File: config.mk
export PLATFORM = sky130hd
export DESIGN_NAME = bmp_queue
export DESIGN_NICKNAME = d
export VERILOG_FILES = /design/src/rtl/bmp_pkg.sv /design/src/rtl/bmp_queue.sv
export SDC_FILE = /design/constraint.sdc
export NUM_CORES = 1
export LEC_CHECK = 0
export BUFFER_PORTS_ARGS = -buffer_cell sky130_fd_sc_hd__buf_2
export CORE_AREA = 3 3 212 214
export DETAILED_ROUTE_END_ITERATION = 10
export DIE_AREA = 0 0 215 217
export HOLD_SLACK_MARGIN = 0.1
export PLACE_DENSITY = 0.69
export SYNTH_ARGS = -nofsm -noshare
export SYNTH_HDL_FRONTEND = slang
export SYNTH_SLANG_ARGS = --single-unit
File: constraint.sdc
create_clock -name clk -period 3.9 [get_ports clk]
set_input_delay 0.585 -clock clk [delete_from_list [all_inputs] [get_ports clk]]
set_output_delay 0.585 -clock clk [all_outputs]
set_load 0.005 [all_outputs]
File: src/rtl/bmp_pkg.sv
`timescale 1ns / 1ps
package bmp_pkg;

  localparam int MAX_COLLECTORS_DEF = 64;
  localparam int COUNT_BITS_DEF     = 16;

  localparam int SLOT_W      = 6;
  localparam int PROB_W      = 16;
  localparam int CNT_PORT_W  = 16;
  localparam int LOG_W       = 24;
  localparam int ACC_W       = 48;
  localparam int QUEUE_DEPTH = 4;
  localparam int ADDR_W      = 3;
  localparam int DATA_W      = 32;

  localparam logic [ADDR_W-3:0] REG_PRIOR_RHO = '0;

  localparam logic [PROB_W-1:0]       PRIOR_RESET = 16'd32768;
  localparam logic signed [LOG_W-1:0] LOG_HALF    = -24'sd45426;
  localparam logic signed [LOG_W-1:0] LOG_FLOOR   = 24'sh800000;
  localparam logic [15:0]             LN2_Q16     = 16'd45426;
  localparam logic [20:0]             EXP_LIMIT   = 21'd1817040;

  typedef enum logic {KIND_LOAD = 1'b0, KIND_OBS = 1'b1} kind_t;

  typedef enum logic {Q_OBS, Q_RELOAD} q_cmd_t;

  typedef struct packed {
    q_cmd_t                   cmd;
    logic                     apply;
    logic                     last;
    logic [CNT_PORT_W-1:0]    hits;
    logic [CNT_PORT_W-1:0]    misses;
    logic signed [LOG_W-1:0]  la;
    logic signed [LOG_W-1:0]  l1a;
    logic signed [LOG_W-1:0]  lb;
    logic signed [LOG_W-1:0]  l1b;
  } q_entry_t;

  typedef enum logic [1:0] {L_IDLE, L_SQ, L_SCALE, L_DONE} l_state_t;

  typedef enum logic [2:0] {
    F_CLEAR, F_IDLE, F_LOAD, F_OBS, F_PRIOR, F_RELOAD
  } f_state_t;

  typedef enum logic [3:0] {
    B_IDLE, B_ACC, B_DIFF, B_NDIV, B_TMUL, B_TDIV, B_EXP, B_FIN, B_QDIV, B_OUT
  } b_state_t;

endpackage

File: src/rtl/bmp_queue.sv
`timescale 1ns / 1ps
module bmp_queue (
  input  logic              clk,
  input  logic              rst_n,
  input  logic              push,
  input  bmp_pkg::q_entry_t push_data,
  output logic              full,
  input  logic              pop,
  output bmp_pkg::q_entry_t head,
  output logic              not_empty
);
  import bmp_pkg::*;

  localparam int PTR_W = $clog2(QUEUE_DEPTH);

  q_entry_t         slots_r [QUEUE_DEPTH];
  logic [PTR_W-1:0] wp_r, rp_r;
  logic [PTR_W:0]   cnt_r;

  assign full      = (cnt_r == (PTR_W+1)'(QUEUE_DEPTH));
  assign not_empty = (cnt_r != '0);
  assign head      = slots_r[rp_r];

  always_ff @(posedge clk) begin
    if (push) slots_r[wp_r] <= push_data;
  end

  always_ff @(posedge clk) begin
    if (!rst_n) begin
      wp_r  <= '0;
      rp_r  <= '0;
      cnt_r <= '0;
    end else begin
      if (push) wp_r <= wp_r + 1'b1;
      if (pop) rp_r <= rp_r + 1'b1;
      cnt_r <= cnt_r + (PTR_W+1)'(push) - (PTR_W+1)'(pop);
    end
  end

endmodule

==> results of run 1 <==
worst max-delay path: stages (launching register included):
cell,delay [ns]
dfxtp_4,0.68
buf_12,0.38
mux4_2,0.58
buf_2,0.14
logic make-up (layout without fill, tap and decap cells):
logic type                 after synthesis  in the layout  synth area share, %
and+or+nand+nor                         14             14                0.394
adders and majority gates                7              7                0.491
other                                    0              1                    0
AOI/OAI and AO/OA                        2              2               0.0776
DFF                                    533            533                 82.2
buffers and inverters                   37            384                 1.29
muxes                                  132            132                 15.3
xor gates and xnor gates                 3              3                0.213
cell type report:
class	instances	share of cell area [%]
multi-input combinational	158	13.8
antenna	1	0.0108
timing repair buffer	283	6.79
tap	585	3.17
clock buffer	75	6.36
sequential	533	68.9
inverter	7	0.114
clock inverter	19	0.764
cells in the final DEF (no fill, tap or decap), drive strengths merged:
cell type,n
bufinv,3
and2,6
edfxtp,524
diode,1
clkinvlp,2
a21bo,1
clkinv,12
a21oi,1
mux2i,1
dfxtp,9
or3,1
xor3,1
and3,1
xnor2,2
clkbuf,75
buf,283
nor2,5
mux4,131
nand3b,1
ha,6
fa,1
inv,9
per-layer routing:
metal	vias to the layer above	routed length (um)	global-route usage (%)
met1	4526	15400	22.1
met4	16	708	5.16
met3	63	3110	5.59
met2	255	17400	24.6
met5	-	109	0
li1	3760	-	-
final timing paths:
kind                              from                  endpoint  slack (ns)
hold reg to reg   rp_r[1]$_SDFFE_PN0P_                 flip-flop        0.54
hold / removal           push_data[89]  slots_r[0][89]$_DFFE_PP_        0.21
setup reg to reg  wp_r[0]$_SDFFE_PN0P_   slots_r[0][6]$_DFFE_PP_        1.93
setup / recovery             flip-flop                 head[120]        0.87
through the flow:
| stage | hold slack [ns] | utilization, % | total power, mW |
|---|---|---|---|
| after floorplan | 0.499 | - | 7.39 |
| after global placement | 0.508 | 49.8 | 7.88 |
| after detailed placement | 0.536 | 49.8 | 7.91 |
| after CTS | 0.162 | 53.6 | 12.7 |
| after global routing | 0.179 | 53.6 | 13.1 |
| final | 0.206 | 53.6 | 12.5 |
registers in the layout (all words and copies together), names as in the netlist, named ones only:
name,flops
slots_r,524
cnt_r,3
rp_r,2
wp_r,2
power by group through the flow:
stage	clock network (mW)	logic (mW)	registers [mW]
CTS	4.94	1.12	6.68
global placement	0	1.10	6.78
global route	5.18	1.19	6.69
finish	4.79	1.08	6.67
detailed placement	0	1.11	6.80
floorplan	0	0.632	6.76
==> results.ini, run 1 <==
[clock_tree]
clockRootBuffer = clkbuf_16
cts_sinks = 533
cts_buffers = 52
cts_setup_buffers = 0
clkTransAtPathRegs_ns = 0.06
clock_path_buffers = 3
insertion_delay_ns = 0.60
htree_levels = 2
cts_hold_buffers = 0
cts_resized = 0
cts_tree = done

[global_routing]
grt_use_total_pct = 16.1
grt_pass1_wl_um = 57100
grt-ovfl-total = 0
antenna_found_initial = 11
grt_max_degree = 76
grt_pass1_vias = 9354

[routing]
firstDrtPassIters = 4
via_per_inst = 5.19
drt_iter0_drc = 590
ant_nets = 0
totalWireLength_um = 36800
wl_per_cell_um = 22.2
drc = 0
num_vias = 8620

[logic_synthesis]
yosysMostFrequentCell = edfxtp_1
syn_area_per_cell_um2 = 26.6
ys_seq_area_share_pct = 82.2
yosysUniqueCellTypes = 21
synth.area.top_cells = edfxtp_1, mux4_2, dfxtp_1
synth_top_area_cell = edfxtp_1
synth_fp_nets = 870
synth_edf_count = 524
netlist_area_um2 = 19400
synthArstFlopShare_pct = 0
ys.flop_type = edfxtp_1
syn_inst = 728
synth_top_area_share_pct = 81.3
yosys_register_bits = 533
yosysWarnings = 0
yosys-top-cells-count = edfxtp_1, mux4_2, buf_2

[sta]
final.period_utilization_pct = 77.8
finalWorstSetupSlack_ns = 0.866
worst_slew_pin_slew_ns = 0.690
clock-skew-final_ns = 0.0227
max-slew-margin-rel_pct = 54.0
finalHoldViolCount = 0
finalMaxSlewViolations = 0
max_freq_mhz = 330
final.setup.tns_ns = 0
min_period_ns = 3.03
rsz0062_at_grt = no
setup_viol = 0

[status]
status = completed

[die]
ios = 268
initial_core_util_pct = 44.9
die-area_um2 = 46700
dieWidth_um = 215
die_y_um = 217
row_count = 76
coreArea_um2 = 43100

[critical_path]
crit_path_end_kind = output pin
r2r_cells = 4
critPathRequiredTime_ns = 3.31
path_class = reg2out
worst_ep_arrival_time_ns = 2.45
cp_max_fo = 46
critPathLaunchType = flip-flop

[pwr]
combPwrFrac_pct = 8.6
power.density_nw_per_um2 = 543
pwr-share-seq_pct = 53.2
p_sw_share_pct = 20.8
ir_worst_vdd_uv = 433
p_clk_share_pct = 38.2
intPower_mw = 9.93
p_sw_mw = 2.61
power_leakage_nw = 7.72

[place]
hpwl_um = 21900
pre_cts_slack_ns = 1.36
routabilityCongestion = 0.751
placed_area_um2 = 21400
io_buffers = 267
dpl.cell_count = 1566

[final_layout]
fin_cells = 1661
final_cell_area_um2 = 23100
drive_gt1_share_pct = 46.0
multi_input_area_um2 = 3200
syn_to_final_growth_pct = 19.3
layout.nets = 1177
regArea_um2 = 15900
fill_cells = 3277

[worst_hold_path]
hold_depth = 1
hold_path_class = in2reg

[run]
maxCapViolations = 0

(Power assumes the default switching activity.)
==> run 2: changes to the inputs <==
clock period = 2.65 ns   (was 3.9 ns; I/O delays follow)
==> run 2 against run 1 <==
- cell count grew 8.4%
- combinational power rose by 67%
- clock power increased by 53%
- sequential share of layout area down 4.3 points
- total power increased by 51%
- clock skew decreased by 0.014 ns
- core utilization increased by 3.5 points
- worst hold slack lost 0.060 ns
- highest routed layer unchanged
- critical path depth did not move
- count of clock-buffer cells in the layout fell by 2
- non-clock buffer count grew 136
==> results.ini, run 2 (synthesis gave the netlist of run 1 again) <==
[status]
status = completed

[sta]
clock-skew-final_ns = 0.00833
finalMaxSlewViolations = 0
final.period_utilization_pct = 93.2
min_period_ns = 2.47
final.setup.tns_ns = 0
finalHoldViolCount = 0
worst_slew_pin_slew_ns = 0.663
max_freq_mhz = 405
rsz0062_at_grt = no
max-slew-margin-rel_pct = 55.8
setup_viol = 0

[routing]
wl_per_cell_um = 21.0
ant_nets = 0
totalWireLength_um = 37900
drc = 0
via_per_inst = 5.07
num_vias = 9128
drt_iter0_drc = 601
firstDrtPassIters = 4

[final_layout]
layout.nets = 1314
final_cell_mix = edfxtp_1, buf_2, dlygate4sd3_1, mux4_2, clkbuf_16
layout_commonest_cell = edfxtp_1
top_register = slots_r
final_cell_area_um2 = 24600
fill_cells = 3175
reg_top3 = slots_r x524, cnt_r x3
largest_reg_flops = 524
syn_to_final_growth_pct = 27.2
drive_gt1_share_pct = 40.8

[die]
ios = 268
die_y_um = 217
row_count = 76
die-area_um2 = 46700
coreArea_um2 = 43100
dieWidth_um = 215
initial_core_util_pct = 44.9

[clock_tree]
cts_sinks = 533
cts_tree = done
clkTransAtPathRegs_ns = 0.06
cts_buffers = 53
clock_path_buffers = 3
htree_levels = 2
cts_setup_buffers = 0
clockRootBuffer = clkbuf_16
cts_resized = 0
insertion_delay_ns = 0.57
cts_hold_buffers = 132

[worst_hold_path]
hold_path_class = in2reg

[global_routing]
grt_pass1_vias = 10000
grt_max_degree = 93
grt_pass1_wl_um = 59500
antenna_found_initial = 6
grt-ovfl-total = 0
grt_use_total_pct = 16.6

[pwr]
power_leakage_nw = 8.35
power.density_nw_per_um2 = 769
ir_worst_vdd_uv = 586

[run]
maxCapViolations = 0

[place]
placed_area_um2 = 21600
hpwl_um = 22000
io_buffers = 267
routabilityCongestion = 0.699

[critical_path]
critPathRequiredTime_ns = 2.25
path_class = reg2out
worst_ep_arrival_time_ns = 2.07
critPathLaunchType = flip-flop
crit_path_end_kind = output pin
cp_max_fo = 42

[run 2: cell count changes in the layout (fill, tap and decap cells not counted), moves of 3 or more]
| cell | delta |
|---|---|
| buf_12 | +7 |
| clkinv_1 | +8 |
| buf_4 | -3 |
| clkinv_4 | +3 |
| clkinv_2 | -5 |
| dlygate4sd3_1 | +132 |
[run 2: metal layers]
layer,vias to the layer above,global-route usage [%],part of all wire (%),wire (um)
met2,281,27.3,50,18800
met4,8,5.35,2.4,896
met5,-,0,0.12,44
met3,74,5.05,7.7,2900
li1,4035,-,-,-
met1,4730,21.5,40,15300
[run 2: per-stage QoR]
stage                     std cells  utilization, %  hold WS [ns]  setup WS, ns  total power, mW
after floorplan                 728               -         0.496        0.0557             10.9
after global placement         1570            50.1         0.515         0.748             11.6
after detailed placement       1570            50.1         0.525         0.754             11.7
after CTS                      1799            57.1         0.109         0.104             19.2
after global routing           1801            57.2         0.147        0.0467             19.7
final                          1801            57.2         0.146         0.179             18.9
[run 2: report_power, final]
group | total (mW) | internal, mW | switching, mW | leakage (nW)
Clock | 7.33 | 4.38 | 2.95 | 0.839
Combinational | 1.80 | 0.943 | 0.858 | 2.62
Sequential | 9.80 | 9.69 | 0.105 | 4.89
Total | 18.9 | 15.0 | 3.91 | 8.35
[run 2: area by class of cell]
class	instances	area, um2	share of cell area, %
well taps	585	732	2.97
flip-flops and latches	533	15900	64.7
diodes	2	5.00	0.0203
clock buffers	73	1480	6.03
multi-input cells	158	3200	13.0
repair buffers	419	3010	12.2
clock inverters	24	244	0.991
inverters	7	26.3	0.107
[run 2: worst paths after layout]
check	from	to	slack, ns	depth (start not counted)
max reg2reg	wp_r[1]$_SDFFE_PN0P_	slots_r[1][58]$_DFFE_PP_	0.87	4
max	flip-flop	head[45]	0.18	3
min	pop	flip-flop	0.15	3
min reg2reg	rp_r[0]$_SDFFE_PN0P_	flip-flop	0.53	2
[run 2: critical path, stage by stage (launching register included)]
cell and delay (ns):
dfxtp_4 0.41, buf_12 0.33, mux4_2 0.58, buf_2 0.15
==> run 3: changes to the inputs <==
CELL_PAD_IN_SITES_DETAIL_PLACEMENT = 1   (was not set)
CELL_PAD_IN_SITES_GLOBAL_PLACEMENT = 2   (was not set)
CORE_AREA = 3 3 222 224   (was 3 3 212 214)
DIE_AREA = 0 0 225 227   (was 0 0 215 217)
PLACE_DENSITY = 0.77   (was 0.69)
==> run 3 against run 2 <==
- clock power hardly changed
- register-to-register slack improved by 0.12 ns
- sequential share of layout area hardly changed
- critical endpoint is now head[37]
- largest cell class unchanged
==> results.ini, run 3 (synthesis gave the netlist of run 1 again) <==
[worst_hold_path]
hold_path_class = in2reg
hold_depth = 3

[sta]
worst_slew_pin_slew_ns = 0.633
min_period_ns = 2.53
rsz0062_at_grt = no
max_freq_mhz = 395
clock-skew-final_ns = 0.0142
max-slew-margin-rel_pct = 57.8
finalHoldViolCount = 0
setup_viol = 0
finalMaxSlewViolations = 0
holdWs_ns = 0.208
final.setup.tns_ns = 0
finalWorstSetupSlack_ns = 0.120
final.period_utilization_pct = 95.5

[routing]
totalWireLength_um = 42000
via_per_inst = 5.07
wl_per_cell_um = 22.9
firstDrtPassIters = 6
num_vias = 9279
drc = 0
drt_iter0_drc = 567
ant_nets = 0

[critical_path]
timing.rr.start = cnt_r[0]$_SDFF_PN0_
endpoint = head[37]
cp_max_fo = 44
r2r_cells = 7
worst_ep_arrival_time_ns = 2.13
worstReg2RegEnd = cnt_r[2]$_SDFF_PN0_
regToRegSetupSlack_ns = 0.99
path_class = reg2out
critPathLaunchType = flip-flop
crit_path_end_kind = output pin
critPathRequiredTime_ns = 2.25

[global_routing]
grt_pass1_wl_um = 63300
grt-ovfl-total = 0
grt_max_degree = 93
grt_use_total_pct = 16.4
grt_pass1_vias = 10700
antenna_found_initial = 6

[die]
die_y_um = 227
initial_core_util_pct = 40.7
ios = 268
dieWidth_um = 225
row_count = 80
die-area_um2 = 51100
coreArea_um2 = 47500

[place]
hpwl_um = 23400
pre_cts_slack_ns = 0.639
io_buffers = 267
routabilityCongestion = 0.671

[status]
status = completed

[final_layout]
final_cell_mix = edfxtp_1, buf_2, dlygate4sd3_1, mux4_2, clkbuf_16
final_util_pct = 51.8
syn_to_final_growth_pct = 27.2
layout.nets = 1311
fill_cells = 4209
drive_gt1_share_pct = 40.8
layout_commonest_cell = edfxtp_1
largest_reg_flops = 524
top_register = slots_r
reg_top3 = slots_r x524, cnt_r x3

[clock_tree]
cts_setup_buffers = 0
clock_path_buffers = 3
clockRootBuffer = clkbuf_16
cts_buffers = 55
cts_tree = done
cts_sinks = 533
htree_levels = 2
clkTransAtPathRegs_ns = 0.06
insertion_delay_ns = 0.58

[pwr]
power_leakage_nw = 8.33
power.density_nw_per_um2 = 771
ir_worst_vdd_uv = 690

[run]
maxCapViolations = 0

run 3: changes by cell type in the layout (fill, tap and decap cells not counted), sizes merged:
cell / delta
clkbuf: -3
diode: +3
bufinv: -1
clkinv: +6
buf: -6
clkinvlp: +1
run 3: cell type report:
cell class                 instances  area [um2]  area share, %
clock buffer                      69        1470           5.98
multi-input combinational        158        3200           13.0
timing repair buffer             414        2970           12.0
antenna                            5        12.5         0.0508
clock inverter                    30         248           1.01
inverter                           7        26.3          0.107
sequential                       533       15900           64.7
tap                              615         769           3.13
run 3: routing by layer:
metal,global-route usage [%],vias up,wire length [um]
met5,0,-,13
met4,4.92,2,887
met3,4.05,61,2500
met2,28.6,277,21400
met1,20.4,4905,17200
li1,-,4034,-
run 3: per-stage QoR:
stage	power, mW	instance area, um2	instances
finish	19.0	24600	1831
global placement	11.6	21500	1594
floorplan	10.9	19400	728
CTS	19.3	24600	1825
global route	19.8	24600	1830
detailed placement	11.7	21500	1594
run 3: timing repair:
| item | in CTS | in global routing |
|---|---|---|
| endpoints found under the setup margin | 2 | 17 |
| pin swaps | 0 | 0 |
| gates resized for setup | 1 | 1 |
| gates cloned | 0 | 1 |
| endpoints found under the hold margin | 526 | 0 |
| hold buffers | 132 | 0 |
run 3: how the worst min path moves through the flow:
stage	start	endpoint
after floorplan	push_data[0]	slots_r[0][0]$_DFFE_PP_
after global placement	rp_r[1]$_SDFFE_PN0P_	flip-flop
after detailed placement	rp_r[0]$_SDFFE_PN0P_	flip-flop
after CTS	pop	flip-flop
after global routing	pop	flip-flop
final	pop	flip-flop
run 3: report_power, final:
part	switching, mW	internal [mW]	leakage (nW)	total (mW)
Combinational	0.906	0.947	2.60	1.85
Sequential	0.105	9.69	4.89	9.80
Clock	3.03	4.30	0.842	7.33
run 3: worst max-delay path, cell delays in order (launching register included):
cell     delay [ns]
dfxtp_4        0.44
buf_16         0.32
mux4_2         0.59
buf_2          0.16
